**src/rtl/slab_block_allocator_macros.svh**
```systemverilog
// ----------------------------------------------------------------------------
// Slab block allocator assertion macros
// Shared property wrappers for the allocator's concurrent checks.
// ----------------------------------------------------------------------------
`ifndef SLAB_BLOCK_ALLOCATOR_MACROS_SVH
`define SLAB_BLOCK_ALLOCATOR_MACROS_SVH

// Property that must hold at every clock edge out of reset
`define SBA_ASSERT(lbl, clk, rst_n, prop, msg) \
    lbl: assert property (@(posedge clk) disable iff (!rst_n) prop) else $error(msg);

// Condition that must never be seen out of reset
`define SBA_NEVER(lbl, clk, rst_n, cond, msg) \
    lbl: assert property (@(posedge clk) disable iff (!rst_n) !(cond)) else $error(msg);

`endif

```
**src/rtl/sba_pkg.sv**
```systemverilog
// ----------------------------------------------------------------------------
// Slab block allocator package
// Types, codes and fixed field widths shared by the allocator files.
// ----------------------------------------------------------------------------
package sba_pkg;

    localparam int DEF_NUM_SLABS  = 16;
    localparam int DEF_MAX_BLOCKS = 64;

    localparam int CMD_W      = 2;
    localparam int SLAB_IDX_W = 4;
    localparam int BLK_IDX_W  = 6;
    localparam int MAXC_W     = 5;
    localparam int POOL_OUT_W = 11;
    localparam int BPS_W      = 7;
    localparam int PADDR_W    = 3;
    localparam int PDATA_W    = 32;

    localparam logic [BPS_W-1:0] BPS_RESET = 7'd64;

    typedef enum logic [CMD_W-1:0] {
        CMD_ALLOC  = 2'd0,
        CMD_FREE   = 2'd1,
        CMD_ADD    = 2'd2,
        CMD_REMOVE = 2'd3
    } t_cmd;

    typedef enum logic [1:0] {
        Q_DET  = 2'd0,
        Q_FREE = 2'd1,
        Q_PART = 2'd2,
        Q_FULL = 2'd3
    } t_qtag;

    typedef enum logic [0:0] {
        REG_BLOCKS_PER_SLAB = 1'b0
    } t_reg_idx;

    typedef enum logic [3:0] {
        ST_CLEAR,
        ST_IDLE,
        ST_A_EVAL,
        ST_A_BLK,
        ST_F_EVAL,
        ST_CHK,
        ST_ADD_RD,
        ST_WALK,
        ST_RM_RD,
        ST_UNL,
        ST_FIX,
        ST_PSH,
        ST_SELF,
        ST_DONE
    } t_state;

    typedef struct packed {
        t_cmd                  command;
        logic [SLAB_IDX_W-1:0] slab_index;
        logic [BLK_IDX_W-1:0]  block_index;
        logic [MAXC_W-1:0]     max_count;
    } t_req;

    typedef struct packed {
        logic                  ok;
        logic [SLAB_IDX_W-1:0] out_slab;
        logic [BLK_IDX_W-1:0]  out_block;
        logic [MAXC_W-1:0]     done_count;
        logic [POOL_OUT_W-1:0] pool_free_blocks;
    } t_rsp;

    // Field write enables of the slab table
    typedef struct packed {
        logic tag;
        logic link_next;
        logic link_prev;
        logic info;
    } t_slab_wmask;

endpackage

```
**src/rtl/sba_apb_regs.sv**
```systemverilog
// ----------------------------------------------------------------------------
// Slab block allocator configuration registers
// APB-style slave holding the blocks-per-slab register.
// ----------------------------------------------------------------------------
module sba_apb_regs (
    input  logic                          i_clk,
    input  logic                          i_rst_n,
    input  logic                          psel,
    input  logic                          penable,
    input  logic                          pwrite,
    input  logic [sba_pkg::PADDR_W-1:0]   paddr,
    input  logic [sba_pkg::PDATA_W-1:0]   pwdata,
    output logic [sba_pkg::PDATA_W-1:0]   prdata,
    output logic                          pready,
    output logic [sba_pkg::BPS_W-1:0]     o_bps_raw
);
    logic [sba_pkg::BPS_W-1:0] r_bps;
    logic                      hit;

    assign hit    = (paddr[sba_pkg::PADDR_W-1:2] == sba_pkg::REG_BLOCKS_PER_SLAB);
    assign pready = 1'b1;
    assign prdata = hit ? sba_pkg::PDATA_W'(r_bps) : '0;
    assign o_bps_raw = r_bps;

    always_ff @(posedge i_clk) begin
        if (!i_rst_n) begin
            r_bps <= sba_pkg::BPS_RESET;
        end else if (psel && penable && pwrite && pready && hit) begin
            r_bps <= pwdata[sba_pkg::BPS_W-1:0];
        end
    end
endmodule

```
**config.mk**
```make
export PLATFORM = sky130hd
export DESIGN_NAME = sba_apb_regs
export DESIGN_NICKNAME = d
export VERILOG_FILES = /design/src/rtl/slab_block_allocator_macros.svh /design/src/rtl/sba_pkg.sv /design/src/rtl/sba_apb_regs.sv
export SDC_FILE = /design/constraint.sdc
export NUM_CORES = 1
export LEC_CHECK = 0
export ABC_CLOCK_PERIOD_IN_PS = 1000
export BUFFER_PORTS_ARGS = -buffer_cell sky130_fd_sc_hd__buf_2
export CAP_MARGIN = 20
export CORE_MARGIN = 4
export CORE_UTILIZATION = 29
export CTS_CLUSTER_DIAMETER = 40
export DETAILED_ROUTE_END_ITERATION = 16
export PLACE_DENSITY = 0.78
export SLEW_MARGIN = 20
export SYNTH_ARGS = -nofsm -noshare
export SYNTH_HDL_FRONTEND = slang
export SYNTH_SLANG_ARGS = --single-unit
```
**constraint.sdc**
```tcl
create_clock -name i_clk -period 1 [get_ports i_clk]
set_input_delay 0.25 -clock i_clk [delete_from_list [all_inputs] [get_ports i_clk]]
set_output_delay 0.25 -clock i_clk [all_outputs]
set_load 0.05 [all_outputs]
```
* Word-level counts from Yosys, hierarchy flattened *
Cells that the tools add are included.

storage, ports and cells
  latch bits = 0
  memories kept = 0
  ROM bits = 0
  RAM bits = 0
  register bits = 7

operators by class
  order comparisons = 0
  reduce and logical (&&, ||, !) cells = 3
  $add $sub $neg = 0
  bitwise gates (word level) = 1
  div/mod/pow operators = 0
  shifts and indexed selects = 0
  mux-type cells = 1
  $mul = 0
  equality and inequality tests = 0

operators by type and width
  kind               number
  2-to-1 mux 7 bit   1
  logical AND 1 bit  3
  NOT 1 bit          1

* Logic depth before layout (Yosys ltp) *
Gate-level depths: netlist (run 1).

  depth in word-level cells = 3
  mapped depth = 3
  mapped depth without buffers = 2

* Worst setup path after synthesis (run 1) *
OpenSTA, ideal clock, no wires.

  path kind = reg-to-output
  start = register r_bps (netlist bit o_bps_raw[6])
  end = output port prdata[6] (netlist bit)
  stages on the path, launching flop included = 2
  path slack = -0.260 ns
  required time = 0.750 ns
  arrival time = 1.010 ns
  cell sequence = dfxtp_1 and2b_2

between the ends
  cells in the longest elaborated chain, start to end = 1

ends and longest elaborated chain
  item                    RTL line            source
  from (decl)             sba_apb_regs.sv:17  logic [sba_pkg::BPS_W-1:0] r_bps;
  from (signal assigned)  sba_apb_regs.sv:27  r_bps <= sba_pkg::BPS_RESET;
  from (signal assigned)  sba_apb_regs.sv:29  r_bps <= pwdata[sba_pkg::BPS_W-1:0];
  2-to-1 mux 7 bit        sba_apb_regs.sv:22  assign prdata = hit ? sba_pkg::PDATA_W'(r_bps) : '0;
  to (decl)               sba_apb_regs.sv:13  output logic [sba_pkg::PDATA_W-1:0] prdata,

No other way between the ends.

* Worst setup path in the final report (run 1) *
  start = register r_bps (netlist bit o_bps_raw[2])
  end = output port prdata[2] (netlist bit)

The elaborated chain is that of the path after synthesis.

==> results.txt, run 1 <==
Vias in the first global route - 378
Logic gate share of total power - 0.407
Port Buffers - 26
First-pass GRT wire length - 1660 um
Yosys cell types - 10
All-Layer GR Usage - 0.0833
Share of cells above drive strength 1 - 0.490
Clk_lat worst skew - 240 ps
GRT overflow - 0
WP data arrival - 890 ps
Finished Cell Area - 808 um^2
Max incr delay on CP - 350 ps
1st-iter DRT viols - 0
Critical-path top delay cell - dfxtp_4
Setup ws final - -140 ps
Register bit count reported by yosys - 7
RSZ-0062 raised after global routing - yes
Mean Syn Cell Area - 8.44 um^2
Pint - 0.000492 W
MaxCap Viol Count - 0
Final setup violation count - 10
Maximum VDD drop - 0.731 mV
Clock slew seen by the registers of the worst setup and hold paths - 50 ps
Detail Placement HPWL - 926 um
Pleak - 0.395 nW
CTS tree - yes
Number of remaining DRC errors - 0
Most frequent cells in the layout - conb_1, nand2_1, buf_2, buf_6
Num rows - 15
Worst Setup Start Kind - register
Post-Layout Cell Count - 121
I/O Pins - 80
Mapped Area - 557 um^2
Die area - 2680 um^2
Synth Instances - 66
Skew final - 0 ps
Clock Sinks - 7
Hold crit path type - in -> reg
Commonest non-fill, non-tap cell in the layout - conb_1
CTS Buffer Depth - 2
Die Y - 51.8 um
Switching Share - 0.441
Crit-path max FO - 3
Clk pwr share - 0.279
Final Hold Viols - 0
DR vias/cell - 3.50
Number of H-tree levels - 1
Outcome - finished with violations
CTS buffer count - 3
P&R area growth vs syn - 45.2%
Worst endpoint required time - 750 ps
Antenna-violating nets left - 0
Failing checks - setup timing
Pre-CTS setup slack - -143 ps
Placed Area - 653 um^2
Yosys warns - 0
Placed cell count - 114
Post-CTS Hold Fix Bufs - 0
Worst-path cell chain - and2b_4, buf_6
Final-stage net count - 137
Initial antenna violation count - 0
Min Tclk post-route - 1140 ps
Seq pwr share - 0.314
Pwr Density - 1090 nW/um^2
Worst setup EP type - output pin
FMAX - 877 MHz
Final Hold Slack - 242 ps
Root Buffer - clkbuf_4
Chip Width - 51.8 um
Via count - 424
Routed WL per cell - 9.60 um
Largest net degree at the start of global routing - 15
DR pass1 iterations - 1
Switching power - 0.000388 W
Setup CP Type - reg -> out
Core area - 1760 um^2
Max reg flops - 7
Final GP Congestion - 0.627
Total power draw - 0.000881 W
Seq/Total Area, Yosys - 0.252
Starting density of the core - 0.316
Final Max Slew Viols - 0
Final cycle utilization of the critical path - 1.14
Routed Wire Length - 1160 um
# diodes - 0
## synthesized netlist by cell type
library cell  count  area (um^2)
and2b_2           7         61.3
and4b_1           1         10.0
buf_4            26          195
buf_6             1         11.3
clkbuf_1          1         3.75
conb_1            2         7.51
dfxtp_1           7          140
mux2i_1           7         70.1
nand2_1          12         45.0
nor2b_1           2         12.5
## layer usage
layer / vias up / wire length (um) / global-route usage
li1: 213 / - / -
met1: 182 / 409 / 0.0833
met2: 27 / 596 / 0.148
met3: 2 / 150 / 0.0430
met4: 0 / 7 / 0.0262
met5: - / 0 / 0
## path summary, 6_finish.rpt
| path | startpoint | end | slack (ps) | cells past startpoint |
|---|---|---|---|---|
| max reg2reg | o_bps_raw[5]$_SDFFE_PN0P_ | o_bps_raw[5]$_SDFFE_PN0P_ | 340 | 3 |
| max | o_bps_raw[2]$_SDFFE_PN0P_ | prdata[2] | -140 | 2 |
| min | pwdata[5] | o_bps_raw[5]$_SDFFE_PN0P_ | 240 | 3 |
| min reg2reg | o_bps_raw[4]$_SDFFE_PN0P_ | o_bps_raw[4]$_SDFFE_PN0P_ | 490 | 2 |
## power by group through the flow
| stage | Sequential, W | Combinational (W) | Clock (W) |
|---|---|---|---|
| 2_1_floorplan | 0.000303 | 0.000348 | 0 |
| 3_3_place_gp | 0.000281 | 0.000331 | 0 |
| 3_5_place_dp | 0.000281 | 0.000334 | 0 |
| 4_1_cts | 0.000275 | 0.000352 | 0.000262 |
| 5_1_grt | 0.000277 | 0.000374 | 0.000285 |
| 6_report | 0.000277 | 0.000359 | 0.000245 |
## layout make-up
cell class | count | area [um^2]
repair buffers | 30 | 279
well taps | 25 | 31.3
fillers | 202 | 956
flip-flops and latches | 7 | 166
multi-input cells | 55 | 305
clock buffers | 4 | 26.3
## per-stage QoR
stage	setup TNS (ps)	util
final	-1230	0.458
after global routing	-1730	0.458
after CTS	-1410	0.439
after detailed placement	-1730	0.370
after global placement	-1530	0.370
after floorplan	0	-
## worst max-delay path, delay by kind of cell (launching register included)
kind	cells	cell delay, ps
buffers and inverters	1	140
AND/OR/NAND/NOR	1	160
flip-flops	1	350
## kinds of logic (layout without fill, tap and decap cells)
family / after synthesis / in the layout / share of synthesized area
other: 2 / 26 / 0.0135
AND/OR/NAND/NOR: 22 / 22 / 0.231
buffers and inverters: 28 / 34 / 0.378
flip-flops: 7 / 7 / 0.252
multiplexers: 7 / 7 / 0.126
## repair_timing
item / in CTS / in global routing
resized for setup: 26 / 7
setup endpoints to repair: 14 / 14
setup buffers: 2 / 1
Power figures use the tool's default switching activity.
==> run 2: changes to the inputs <==
--- a/config.mk
+++ b/config.mk
@@ -17,3 +17,4 @@
 export SYNTH_ARGS = -nofsm -noshare
 export SYNTH_HDL_FRONTEND = slang
 export SYNTH_SLANG_ARGS = --single-unit
+export TNS_END_PERCENT = 1
==> run 2 against run 1 <==
Against the previous run: the run still ends with setup timing left; core utilization shrank 2.8 points; critical path depth unchanged; design area decreased by 6.0%; largest cell class unchanged; largest power group unchanged.
==> results.txt, run 2 (same netlist as run 1, synthesis figures left out) <==
Outcome - finished with violations
Failing checks - setup timing
MaxCap Viol Count - 0
Pleak - 0.386 nW
Post-CTS Hold Fix Bufs - 0
Skew final - 0 ps
Utilization after layout - 0.430
Routed Wire Length - 1140 um
Most frequent cells in the layout - conb_1, nand2_1, buf_2, buf_4
Hold crit path type - in -> reg
Final-stage net count - 136
P&R area growth vs syn - 36.4%
Number of H-tree levels - 1
First-pass GRT wire length - 1640 um
Worst Setup Start Kind - register
All-Layer GR Usage - 0.0901
Antenna-violating nets left - 0
Placed cell count - 115
Setup TNS - -1280 ps
Root Buffer - clkbuf_4
Setup CP Type - reg -> out
RSZ-0062 raised after global routing - yes
Switching Share - 0.460
Starting density of the core - 0.316
Clk pwr share - 0.302
GRT overflow - 0
Clock slew seen by the registers of the worst setup and hold paths - 60 ps
Pint - 0.000494 W
Clock Sinks - 7
Final Hold Viols - 0
1st-iter DRT viols - 1
Final Hold Slack - 216 ps
Die Y - 51.8 um
Share of cells above drive strength 1 - 0.495
Clk_lat worst skew - 260 ps
Number of remaining DRC errors - 0
Final Max Slew Viols - 0
Logic gate share of total power - 0.382
Num rows - 15
I/O Pins - 80
Pwr Density - 1200 nW/um^2
Max reg flops - 7
Crit-path max FO - 3
# diodes - 0
Final GP Congestion - 0.589
Initial antenna violation count - 0
FMAX - 864 MHz
Switching power - 0.000420 W
Finished Cell Area - 759 um^2
Seq pwr share - 0.316
DR vias/cell - 3.56
Port Buffers - 26
CTS buffer count - 3
Routed WL per cell - 9.53 um
Die area - 2680 um^2
Via count - 427
Detail Placement HPWL - 937 um
CTS tree - yes
Min Tclk post-route - 1160 ps
Setup ws final - -157 ps
Vias in the first global route - 390
Commonest non-fill, non-tap cell in the layout - conb_1
Maximum VDD drop - 0.440 mV
Placed Area - 633 um^2
Fillers - 202
Worst endpoint required time - 750 ps
Final cycle utilization of the critical path - 1.16
WP data arrival - 910 ps
CTS Buffer Depth - 2
Worst setup EP type - output pin
Largest net degree at the start of global routing - 15
Core area - 1760 um^2
DR pass1 iterations - 2
Chip Width - 51.8 um
Post-Layout Cell Count - 120
Final setup violation count - 14
-- run 2: cell types whose count changed in the layout (fill, tap and decap cells not counted), sizes merged --
cell	previous run	this run
buf	30	29
clkinv	0	1
clkbuf	4	3
-- run 2: worst max-delay path, cell delays in order (launching register included) --
cell     delay, ps
dfxtp_4        350
and2b_4        160
buf_6          140
-- run 2: power by group through the flow --
stage	Sequential, W	Combinational (W)	Clock, W
final	0.000289	0.000349	0.000276
after global routing	0.000290	0.000365	0.000311
after CTS	0.000289	0.000345	0.000304
after detailed placement	0.000295	0.000331	0
after global placement	0.000294	0.000329	0
after floorplan	0.000316	0.000348	0
-- run 2: worst paths after layout --
check                             from                         to  slack [ps]  cells after the start
max          o_bps_raw[6]$_SDFFE_PN1P_                  prdata[6]        -160                      2
min                          pwdata[0]  o_bps_raw[0]$_SDFFE_PN0P_         220                      3
max reg2reg  o_bps_raw[1]$_SDFFE_PN0P_  o_bps_raw[1]$_SDFFE_PN0P_         330                      3
min reg2reg  o_bps_raw[0]$_SDFFE_PN0P_  o_bps_raw[0]$_SDFFE_PN0P_         460                      2
-- run 2: final cells by class --
| class | instances | area (um^2) | area share |
|---|---|---|---|
| multi-input cells | 55 | 305 | 0.402 |
| clock inverters | 1 | 5.00 | 0.00659 |
| well taps | 25 | 31.3 | 0.0412 |
| clock buffers | 3 | 22.5 | 0.0297 |
| repair buffers | 29 | 244 | 0.321 |
| flip-flops and latches | 7 | 151 | 0.199 |
-- run 2: layer usage --
layer / global-route usage / part of all wire / up-vias
li1: - / - / 210
met5: 0 / 0 / -
met4: 0.0917 / 0.031 / 0
met3: 0.0315 / 0.14 / 3
met2: 0.136 / 0.47 / 32
met1: 0.0942 / 0.36 / 182
-- run 2: what timing repair did --
| action | CTS | global route |
|---|---|---|
| gates resized for setup | 26 | 4 |
| pin swaps | 0 | 0 |
| setup buffers | 0 | 1 |
| endpoints found under the setup margin | 14 | 14 |
-- run 2: through the flow --
stage	setup WS, ps	total power [W]
after floorplan	-29.6	0.000664
after global placement	-133	0.000623
after detailed placement	-139	0.000626
after CTS	-173	0.000938
after global routing	-191	0.000965
final	-157	0.000914
